===== src/sv/id3p_pkg.sv =====
`timescale 1ns / 1ps
// ----------------------------------------------------------------------------
// id3p_pkg
// Shared types, codes and tag table for the ID3v2 text frame parser.
// ----------------------------------------------------------------------------
package id3p_pkg;

  // Result kinds.
  localparam logic [1:0] KIND_CHAR = 2'd0;
  localparam logic [1:0] KIND_END  = 2'd1;
  localparam logic [1:0] KIND_STOP = 2'd2;

  localparam logic [2:0] NO_MATCH = 3'd7;
  localparam int         NUM_TAGS = 6;

  // Header byte counter limits (file header and frame header are both 10 bytes).
  localparam logic [3:0] HDR_LAST = 4'd9;
  localparam logic [3:0] ID_END   = 4'd4;
  localparam logic [3:0] SIZE_END = 4'd8;

  localparam logic [31:0] TAG_CODES [NUM_TAGS] = '{
    32'h54495432, // TIT2 title
    32'h54504531, // TPE1 artist
    32'h54414C42, // TALB album
    32'h54594552, // TYER year
    32'h54434F4E, // TCON genre
    32'h434F4D4D  // COMM comment
  };

  typedef struct packed {
    logic [1:0] kind;
    logic [2:0] tag;
    logic [7:0] ch;
  } res_t;

  // Up to two results caused by one input byte.
  typedef struct packed {
    logic two;
    res_t r1;
    res_t r0;
  } rec_t;

  function automatic logic [2:0] lookup_tag(input logic [31:0] id);
    logic [2:0] idx;
    idx = NO_MATCH;
    for (int i = NUM_TAGS - 1; i >= 0; i--) begin
      if (TAG_CODES[i] == id) idx = 3'(i);
    end
    return idx;
  endfunction

endpackage


===== src/sv/id3p_front.sv =====
`timescale 1ns / 1ps
// ----------------------------------------------------------------------------
// id3p_front
// Byte parser: walks file header, frame headers and frame data, and turns
// each accepted byte into no record or one record of one or two results.
// ----------------------------------------------------------------------------
module id3p_front (
  input  logic              clk,
  input  logic              rst_n,
  input  logic              in_fire,
  input  logic [7:0]        data_byte,
  input  logic              start_of_file,
  output logic              push,
  output id3p_pkg::rec_t    rec
);

  localparam logic [1:0] PH_SKIP = 2'd0;
  localparam logic [1:0] PH_FHDR = 2'd1;
  localparam logic [1:0] PH_DATA = 2'd2;
  localparam logic [1:0] PH_STOP = 2'd3;

  logic [1:0]  phase_r, phase_nxt;
  logic [3:0]  pos_r, pos_nxt;
  logic [31:0] id_r, id_nxt;
  logic [31:0] size_r, size_nxt;
  logic [31:0] rem_r, rem_nxt;
  logic        first_r, first_nxt;
  logic [2:0]  match_r, match_nxt;
  logic        fin_r, fin_nxt;

  logic [1:0]  ph_cur;
  logic [3:0]  pos_cur;
  logic        emit_a, emit_b;
  id3p_pkg::res_t res_a, res_b;

  // A start-of-file byte restarts the parse; only phase and position matter,
  // the rest is rewritten before it is used again.
  assign ph_cur  = start_of_file ? PH_SKIP : phase_r;
  assign pos_cur = start_of_file ? 4'd0 : pos_r;

  always_comb begin
    phase_nxt = ph_cur;
    pos_nxt   = pos_cur;
    id_nxt    = id_r;
    size_nxt  = size_r;
    rem_nxt   = rem_r;
    first_nxt = first_r;
    match_nxt = match_r;
    fin_nxt   = fin_r;
    emit_a    = 1'b0;
    emit_b    = 1'b0;
    res_a     = '0;
    res_b     = '{kind: id3p_pkg::KIND_END, tag: match_r, ch: 8'd0};
    unique case (ph_cur)
      PH_SKIP: begin
        if (pos_cur >= id3p_pkg::HDR_LAST) begin
          phase_nxt = PH_FHDR;
          pos_nxt   = 4'd0;
        end else begin
          pos_nxt = pos_cur + 4'd1;
        end
      end
      PH_FHDR: begin
        if (pos_cur == 4'd0 && data_byte == 8'd0) begin
          emit_a    = 1'b1;
          res_a     = '{kind: id3p_pkg::KIND_STOP, tag: 3'd0, ch: 8'd0};
          phase_nxt = PH_STOP;
        end else begin
          if (pos_cur < id3p_pkg::ID_END) begin
            id_nxt = {id_r[23:0], data_byte};
          end else if (pos_cur < id3p_pkg::SIZE_END) begin
            size_nxt = {size_r[23:0], data_byte};
          end
          if (pos_cur >= id3p_pkg::HDR_LAST) begin
            pos_nxt   = 4'd0;
            match_nxt = id3p_pkg::lookup_tag(id_r);
            rem_nxt   = size_r;
            first_nxt = 1'b1;
            fin_nxt   = 1'b0;
            if (size_r == 32'd0) begin
              if (match_nxt != id3p_pkg::NO_MATCH) begin
                emit_a = 1'b1;
                res_a  = '{kind: id3p_pkg::KIND_END, tag: match_nxt, ch: 8'd0};
              end
            end else begin
              phase_nxt = PH_DATA;
            end
          end else begin
            pos_nxt = pos_cur + 4'd1;
          end
        end
      end
      PH_DATA: begin
        if (match_r != id3p_pkg::NO_MATCH && !fin_r && !first_r) begin
          emit_a = 1'b1;
          if (data_byte == 8'd0) begin
            res_a   = '{kind: id3p_pkg::KIND_END, tag: match_r, ch: 8'd0};
            fin_nxt = 1'b1;
          end else begin
            res_a = '{kind: id3p_pkg::KIND_CHAR, tag: match_r, ch: data_byte};
          end
        end
        first_nxt = 1'b0;
        rem_nxt   = rem_r - 32'd1;
        if (rem_r == 32'd1) begin
          // Text that runs to the end of the frame still gets its end mark.
          if (match_r != id3p_pkg::NO_MATCH && !fin_nxt) begin
            emit_b  = 1'b1;
            fin_nxt = 1'b1;
          end
          phase_nxt = PH_FHDR;
          pos_nxt   = 4'd0;
        end
      end
      PH_STOP: begin
      end
      default: begin
      end
    endcase
  end

  always_comb begin
    rec = '0;
    if (emit_a) begin
      rec.r0  = res_a;
      rec.r1  = res_b;
      rec.two = emit_b;
    end else begin
      rec.r0 = res_b;
    end
  end

  assign push = in_fire && (emit_a || emit_b);

  always_ff @(posedge clk) begin
    if (!rst_n) begin
      phase_r <= PH_SKIP;
      pos_r   <= 4'd0;
      id_r    <= 32'd0;
      size_r  <= 32'd0;
      rem_r   <= 32'd0;
      first_r <= 1'b1;
      match_r <= id3p_pkg::NO_MATCH;
      fin_r   <= 1'b0;
    end else if (in_fire) begin
      phase_r <= phase_nxt;
      pos_r   <= pos_nxt;
      id_r    <= id_nxt;
      size_r  <= size_nxt;
      rem_r   <= rem_nxt;
      first_r <= first_nxt;
      match_r <= match_nxt;
      fin_r   <= fin_nxt;
    end
  end

endmodule


===== src/sv/id3p_queue.sv =====
`timescale 1ns / 1ps
// ----------------------------------------------------------------------------
// id3p_queue
// Short FIFO of result records between the parser and the output stage.
// ----------------------------------------------------------------------------
module id3p_queue #(
  parameter int DEPTH = 4
) (
  input  logic           clk,
  input  logic           rst_n,
  input  logic           push,
  input  id3p_pkg::rec_t push_rec,
  input  logic           pop,
  output id3p_pkg::rec_t head_rec,
  output logic           empty,
  output logic           full
);

  localparam int AW = $clog2(DEPTH);
  localparam int CW = $clog2(DEPTH + 1);

  id3p_pkg::rec_t mem_r [DEPTH];
  logic [AW-1:0]  wr_ptr_r, rd_ptr_r;
  logic [CW-1:0]  cnt_r;
  logic           do_push, do_pop;

  assign empty    = (cnt_r == CW'(0));
  assign full     = (cnt_r == CW'(DEPTH));
  assign do_push  = push && !full;
  assign do_pop   = pop && !empty;
  assign head_rec = mem_r[rd_ptr_r];

  always_ff @(posedge clk) begin
    if (do_push) mem_r[wr_ptr_r] <= push_rec;
  end

  always_ff @(posedge clk) begin
    if (!rst_n) begin
      wr_ptr_r <= '0;
      rd_ptr_r <= '0;
      cnt_r    <= '0;
    end else begin
      if (do_push) begin
        wr_ptr_r <= (wr_ptr_r == AW'(DEPTH - 1)) ? '0 : wr_ptr_r + AW'(1);
      end
      if (do_pop) begin
        rd_ptr_r <= (rd_ptr_r == AW'(DEPTH - 1)) ? '0 : rd_ptr_r + AW'(1);
      end
      if (do_push && !do_pop) begin
        cnt_r <= cnt_r + CW'(1);
      end else if (do_pop && !do_push) begin
        cnt_r <= cnt_r - CW'(1);
      end
    end
  end

endmodule


===== src/sv/id3p_back.sv =====
`timescale 1ns / 1ps
// ----------------------------------------------------------------------------
// id3p_back
// Output stage: takes records from the queue and hands out one result per
// request on the output stream, holding a second result until its turn.
// ----------------------------------------------------------------------------
module id3p_back (
  input  logic           clk,
  input  logic           rst_n,
  input  id3p_pkg::rec_t head_rec,
  input  logic           empty,
  output logic           pop,
  input  logic           out_tready,
  output logic           out_tvalid,
  output id3p_pkg::res_t out_res
);

  logic           valid_r;
  logic           pend_valid_r;
  id3p_pkg::res_t res_r, pend_r;
  logic           out_fire;
  logic           free;

  assign out_fire   = valid_r && out_tready;
  // The output register frees up when it is empty or its last result leaves.
  assign free       = !valid_r || (out_fire && !pend_valid_r);
  assign pop        = free && !empty;
  assign out_tvalid = valid_r;
  assign out_res    = res_r;

  always_ff @(posedge clk) begin
    if (!rst_n) begin
      valid_r      <= 1'b0;
      pend_valid_r <= 1'b0;
    end else if (out_fire && pend_valid_r) begin
      pend_valid_r <= 1'b0;
    end else if (pop) begin
      valid_r      <= 1'b1;
      pend_valid_r <= head_rec.two;
    end else if (out_fire) begin
      valid_r <= 1'b0;
    end
  end

  always_ff @(posedge clk) begin
    if (out_fire && pend_valid_r) begin
      res_r <= pend_r;
    end else if (pop) begin
      res_r  <= head_rec.r0;
      pend_r <= head_rec.r1;
    end
  end

endmodule


===== src/sv/id3v2_text_frame_parser_core.sv =====
`timescale 1ns / 1ps
// ----------------------------------------------------------------------------
// id3v2_text_frame_parser_core
// Extracts the text of title, artist, album, year, genre and comment frames
// from an ID3v2 tagged file streamed in one byte per request.
// ----------------------------------------------------------------------------
// Input stream: one file byte per request, in_tuser marks the first byte of a
// file and restarts the parse. Output stream: one result per request, a text
// character, an end-of-field mark or a single parsing-stopped report.
// The parser takes one byte per cycle while in_tready is high and updates
// only counters and compares; results pass the queue and output register.
// The last data byte of a text frame with no null causes two results, which
// leave one after the other; the record queue between parser and output
// register (QUEUE_DEPTH records, at least 2) absorbs this, and input stalls
// only when that queue is full. When the receiver holds out_tready low the
// current result stays on the port and the queue fills, then in_tready falls.
// Reset (rst_n low, synchronous) empties the queue and the output register
// and puts the parser back to skipping the file header.
// ----------------------------------------------------------------------------
module id3v2_text_frame_parser_core #(
  parameter int QUEUE_DEPTH = 4
) (
  input  logic        clk,
  input  logic        rst_n,
  input  logic        in_tvalid,
  output logic        in_tready,
  input  logic [7:0]  in_tdata,   // [7:0] data_byte
  input  logic [0:0]  in_tuser,   // [0] start_of_file
  output logic        out_tvalid,
  input  logic        out_tready,
  output logic [15:0] out_tdata,  // [2:0] tag_index, [10:3] text_byte, rest zero
  output logic [1:0]  out_tuser   // [1:0] kind
);

  logic           in_fire;
  logic           push;
  logic           pop;
  logic           q_empty;
  logic           q_full;
  id3p_pkg::rec_t push_rec;
  id3p_pkg::rec_t head_rec;
  id3p_pkg::res_t out_res;

  assign in_tready = !q_full;
  assign in_fire   = in_tvalid && in_tready;

  id3p_front u_front (
    .clk           (clk),
    .rst_n         (rst_n),
    .in_fire       (in_fire),
    .data_byte     (in_tdata),
    .start_of_file (in_tuser[0]),
    .push          (push),
    .rec           (push_rec)
  );

  id3p_queue #(
    .DEPTH (QUEUE_DEPTH)
  ) u_queue (
    .clk      (clk),
    .rst_n    (rst_n),
    .push     (push),
    .push_rec (push_rec),
    .pop      (pop),
    .head_rec (head_rec),
    .empty    (q_empty),
    .full     (q_full)
  );

  id3p_back u_back (
    .clk        (clk),
    .rst_n      (rst_n),
    .head_rec   (head_rec),
    .empty      (q_empty),
    .pop        (pop),
    .out_tready (out_tready),
    .out_tvalid (out_tvalid),
    .out_res    (out_res)
  );

  assign out_tdata = {5'd0, out_res.ch, out_res.tag};
  assign out_tuser = out_res.kind;

endmodule


===== config.mk =====
export PLATFORM = sky130hd
export DESIGN_NAME = id3v2_text_frame_parser_core
export DESIGN_NICKNAME = d
export VERILOG_FILES = /design/src/sv/id3p_pkg.sv /design/src/sv/id3p_front.sv /design/src/sv/id3p_queue.sv /design/src/sv/id3p_back.sv /design/src/sv/id3v2_text_frame_parser_core.sv
export SDC_FILE = /design/constraint.sdc
export NUM_CORES = 1
export LEC_CHECK = 0
export BUFFER_PORTS_ARGS = -buffer_cell sky130_fd_sc_hd__buf_2
export CORE_MARGIN = 1.5
export CORE_UTILIZATION = 55
export DETAILED_ROUTE_END_ITERATION = 10
export GPL_TIMING_DRIVEN = 0
export HOLD_SLACK_MARGIN = 0.05
export PLACE_DENSITY = 0.77
export SYNTH_ARGS = -nofsm -noshare
export SYNTH_HDL_FRONTEND = slang
export SYNTH_SLANG_ARGS = --single-unit

===== constraint.sdc =====
create_clock -name clk -period 8.1 [get_ports clk]
set_input_delay 0.81 -clock clk [delete_from_list [all_inputs] [get_ports clk]]
set_output_delay 0.81 -clock clk [all_outputs]
set_load 0.01 [all_outputs]

==> run summary <==
The number of cells in the design after placement came out at ~1,200. The critical path startpoint category is an input pin. The met2 capacity usage during global routing is between 40 and 50%. The cts-stage hold buffer count came out at 0. The fraction of met1 tracks used by global routing came out at a little over a third. The number of I/O pins came out at 33. The count of final setup violators is 0. The run finished with clean final reports. The areal power density over the cells came out at around 230 nW/um^2. The worst-case IR drop observed on VDD is 189.9 uV. In this design, the stage delay of the slowest critical-path cell is about 0.72 ns. The core region area came out at around 17,000 um^2. Ranked by total cell area, the synthesized netlist is headed by sky130_fd_sc_hd__edfxtp_1 (27%), sky130_fd_sc_hd__dfxtp_1 (24%), sky130_fd_sc_hd__mux2i_1 (6.9%), sky130_fd_sc_hd__nor2_1 (4.4%), sky130_fd_sc_hd__mux4_2 (4.2%).

For the pin with the worst max-slew slack, the measured transition is a little over 1 ns. The proportion of synthesized chip area in sequential cells came out at slightly above 50%. The floorplan step set the die width to about 140 um. The cell area that synthesis handed to floorplanning was 9719 um^2. Measured along the y axis, the die boundary spans ~140 um. The post-detailed-route DRC marker count came out at 0.

The classification of the worst setup path is input pin to register. The source of the worst hold timing path is u_queue.rd_ptr_r[1]. In this run the worst path has a maximum fanout of 10. Tracing the worst setup path back leads to its startpoint at in_tuser. The worst slew slack as a fraction of its limit is between 30% and 40%. For this run, global-route usage on met3 was measured as under 10%. The worst-skew pair later-pin latency is ~0.51 ns. In this run the critical register-to-register path is captured at u_queue.cnt_r[2]. The number of post-CTS setup repair buffers came out at 0. The commonest cells after synthesis are sky130_fd_sc_hd__dfxtp_1 (118), sky130_fd_sc_hd__nor2_1 (115), sky130_fd_sc_hd__edfxtp_1 (89). The post-cts sizing count came out at 0. On the final layout, the worst hold slack is between 0.4 and 0.5 ns.

Leaving out filler cells and counting taps, the final layout contains between 1,000 and 1,500. Broken down by cell family, the worst path's largest delay share belongs to simple AND/OR/NAND/NOR gates. The max-capacitance violation count is 0. Walking the worst path, the cells encountered are buf_2 > clkbuf_1 > nand2b_1 > ha_1 > nor3b_1 > or3b_2 > nor4_1 > o31a_1 > o21ai_1 > buf_2 > a21oi_1 > ha_1 > inv_1 > fa_1 > xor2_1 > or3_1 > a21oi_1. In this run, the number of DRC markers left after iteration 0 of detailed routing was approximately 780. The instance count along the most critical hold path is 2.

The number of different library cells in the post-synthesis netlist came out at 74. The area fraction of the dominant cell type after synthesis is 27.50%. The number of synthesis warnings is 0. The setup TNS came out at 0 ns.

The repair_antennas step left the layout with diodes totalling 0. The via count of the first global-routing pass is ~7,300. The detailed-route via count came out at ~7,600. The highest clock frequency the design can meet came out at roughly 200 MHz. The CTS buffer count came out at 22. The internal power component is between 1.5 and 2 mW. The overall global routing resource usage came out at about 28%. The site row count is between 40 and 50. The sum of routed wire length over all layers is about 25,000 um. The share of power burned in the clock network is a little over two fifths. The worst setup path is captured at a register. The final worst-path cycle share is between 60 and 70%. The number of sinks handled by clock tree synthesis came out at a little over 200. The net load switching power is approximately 0.63 mW. Once detail routing completed, the nets flagged for antenna violations numbered 0.

The share of total power in sequential cells came out at between 40% and 50%. Net switching is between 20 and 25% of the power. The floorplan step defined a die boundary enclosing 18,480 um^2. The mean post-synth cell area is roughly 11 um^2. Clock-pin slew was measured on the worst setup and hold paths at roughly 0.060 ns.

The number of cells on the worst reg-to-reg path came out at 15. In this run the critical register-to-register path is launched from u_front.pos_r[1]. Total power for the finished layout comes to ~2.6 mW.

The global-route wire length before repair is around 40,000 um. The final net count is 991. The largest net degree at the start of global routing is 19.

The root buffer cell chosen for the clock tree is sky130_fd_sc_hd__clkbuf_16. The number of input and output port buffers inserted is 27. Compared with the post-synthesis result, the final layout area differs by 13.29%.

Counting flops with a built-in enable in the synthesized netlist gives slightly below 90. The number of levels in the clock H-tree is 1. The clock passes through at most 3 buffers. Among all flip-flop cells after synthesis, the most frequent one is sky130_fd_sc_hd__dfxtp_1. Setup repair after global routing left no endpoint under its margin. The initial cell density of the core came out at roughly 56%. TritonCTS built the clock tree. After detailed routing, the average wire length per cell comes to 20.92 um. The routability congestion estimate from global placement came out at roughly 0.95. The path class of the tightest hold or removal check is register to register. The post-detailed-route via-to-cell ratio came out at about 6.3. Of the total power, combinational logic draws approximately 12%.

The final-report max-slew violation count came out at 0. The reg2reg setup slack came out at approximately 3.6 ns. The clock tree skew after final layout is ~0.016 ns. The number of synthesized register bits is slightly above 200. Once detailed placement completed, the half-perimeter wirelength came to around 17,000 um. Of all cell types, the one taking the most synthesized area is sky130_fd_sc_hd__edfxtp_1. The fraction of final layout cells sized beyond drive strength 1 is approximately an eighth. The total overflow left after global routing is 0. The buffer and inverter count on the worst path is 4. The initial antenna violation count is 0.

Subtracting the final worst setup slack from the clock period gives 4.927 ns. For the worst setup path, the data arrival time is around 5.4 ns. The async set-reset flop share out of synthesis is 0%. The post-place instance area is 10,240 um^2. The cell count after synthesis came out at approximately 900. The first-pass iteration count of the detailed router came out at 5. The cell with the largest stage delay on the worst path is sky130_fd_sc_hd__nor4_1. The most common cell in the synthesized netlist is sky130_fd_sc_hd__dfxtp_1.

The peak-usage layer in the global routing report is met2. The leakage power is 4.208 nW. The final standard cell area without fillers is about 11,000 um^2. The final count of hold timing violations came out at 0.

The worst endpoint required time is approximately 8.5 ns.
-- stage by stage --
stage | utilization, % | setup WS, ns
6_report | 63.66 | 3.173
5_1_grt | 63.66 | 2.902
4_1_cts | 63.66 | 3.252
3_5_place_dp | 59.19 | 2.737
3_3_place_gp | 58.69 | 1.781
2_1_floorplan | - | 3.302
-- how the worst max path moves through the flow --
stage | slack, ns | endpoint | cells after the start
floorplan | 3.30 | u_queue.mem_r[0][0] | 10
global placement | 1.78 | u_queue.mem_r[0][3] | 11
detailed placement | 2.74 | u_queue.cnt_r[2] | 17
CTS | 3.25 | u_queue.cnt_r[2] | 17
global route | 2.90 | u_queue.cnt_r[2] | 18
finish | 3.17 | u_queue.cnt_r[2] | 17
-- routing by layer --
layer  part of all wire, %  up-vias
met1                    41     3683
met5                     0        -
li1                      -     3527
met2                    49      323
met4                   3.2        0
met3                   7.1       80
-- power groups by stage --
stage	clock, mW	combinational [mW]	sequential, mW
detailed placement	0	0.310	1.21
CTS	1.08	0.314	1.19
global route	1.12	0.341	1.19
floorplan	0	0.200	1.22
global placement	0	0.295	1.20
finish	1.07	0.311	1.18
-- placed cells by master, fill, tap and decap left out, types with 14 or more instances in the layout --
master / count
sky130_fd_sc_hd__dfxtp_1: 118
sky130_fd_sc_hd__nor2_1: 115
sky130_fd_sc_hd__edfxtp_1: 89
sky130_fd_sc_hd__mux2i_1: 67
sky130_fd_sc_hd__clkbuf_1: 49
sky130_fd_sc_hd__nand2_1: 38
sky130_fd_sc_hd__a21oi_1: 38
sky130_fd_sc_hd__buf_2: 32
sky130_fd_sc_hd__o21ai_0: 30
sky130_fd_sc_hd__inv_1: 29
sky130_fd_sc_hd__clkbuf_16: 22
sky130_fd_sc_hd__nor3_1: 21
sky130_fd_sc_hd__nor4_1: 19
sky130_fd_sc_hd__mux4_2: 18
sky130_fd_sc_hd__nand3_1: 17
sky130_fd_sc_hd__and3_1: 16
sky130_fd_sc_hd__ha_1: 15
sky130_fd_sc_hd__nand4_1: 14
sky130_fd_sc_hd__nand2b_1: 14
-- cell type report --
| class | count | area (um^2) |
|---|---|---|
| Tap cell | 225 | 281.5 |
| Timing Repair Buffer | 30 | 172.7 |
| Multi-Input combinational cell | 610 | 4383 |
| Fill cell | 1344 | 6286 |
| Sequential cell | 207 | 5035 |
| Buffer | 62 | 257.7 |
| Clock inverter | 15 | 200.2 |
| Clock buffer | 25 | 571.8 |
| Inverter | 29 | 108.9 |
-- kinds of logic (layout without fill, tap and decap cells) --
group | Yosys count | after routing | synth area share, %
compound gates | 166 | 166 | 11.84
xor+xnor | 2 | 2 | 0.1803
fa+ha+maj | 16 | 16 | 2.137
buf+inv | 91 | 161 | 3.772
flops | 207 | 207 | 51.80
mux | 89 | 89 | 11.53
other cells | 1 | 5 | 0.03858
simple gates | 332 | 332 | 18.69
-- worst reg2reg max path, stage by stage, from the launching register on --
cell and delay, ns:
sky130_fd_sc_hd__dfxtp_1 0.36, sky130_fd_sc_hd__nand2b_1 0.11, sky130_fd_sc_hd__ha_1 0.26, sky130_fd_sc_hd__nor3b_1 0.18, sky130_fd_sc_hd__or3b_2 0.51, sky130_fd_sc_hd__nor4_1 0.72, sky130_fd_sc_hd__o31a_1 0.36, sky130_fd_sc_hd__o21ai_1 0.19
sky130_fd_sc_hd__buf_2 0.29, sky130_fd_sc_hd__a21oi_1 0.17, sky130_fd_sc_hd__ha_1 0.23, sky130_fd_sc_hd__inv_1 0.07, sky130_fd_sc_hd__fa_1 0.37, sky130_fd_sc_hd__xor2_1 0.18, sky130_fd_sc_hd__or3_1 0.30, sky130_fd_sc_hd__a21oi_1 0.15
-- registers in the layout, indices dropped and copies added, names as in the netlist, named ones only --
register / count
u_back.pend_valid_r: 1
u_queue.mem_r: 72
u_back.out_tvalid: 1
u_queue.wr_ptr_r: 2
u_front.fin_r: 1
u_front.rem_r: 32
u_front.phase_r: 2
u_front.match_r: 3
u_front.size_r: 32
u_front.first_r: 1
u_back.pend_r: 4
u_front.pos_r: 4
u_front.id_r: 32
u_queue.rd_ptr_r: 2
u_back.out_res: 13
u_queue.cnt_r: 3
No activity file was read; power rests on OpenSTA's default activity.
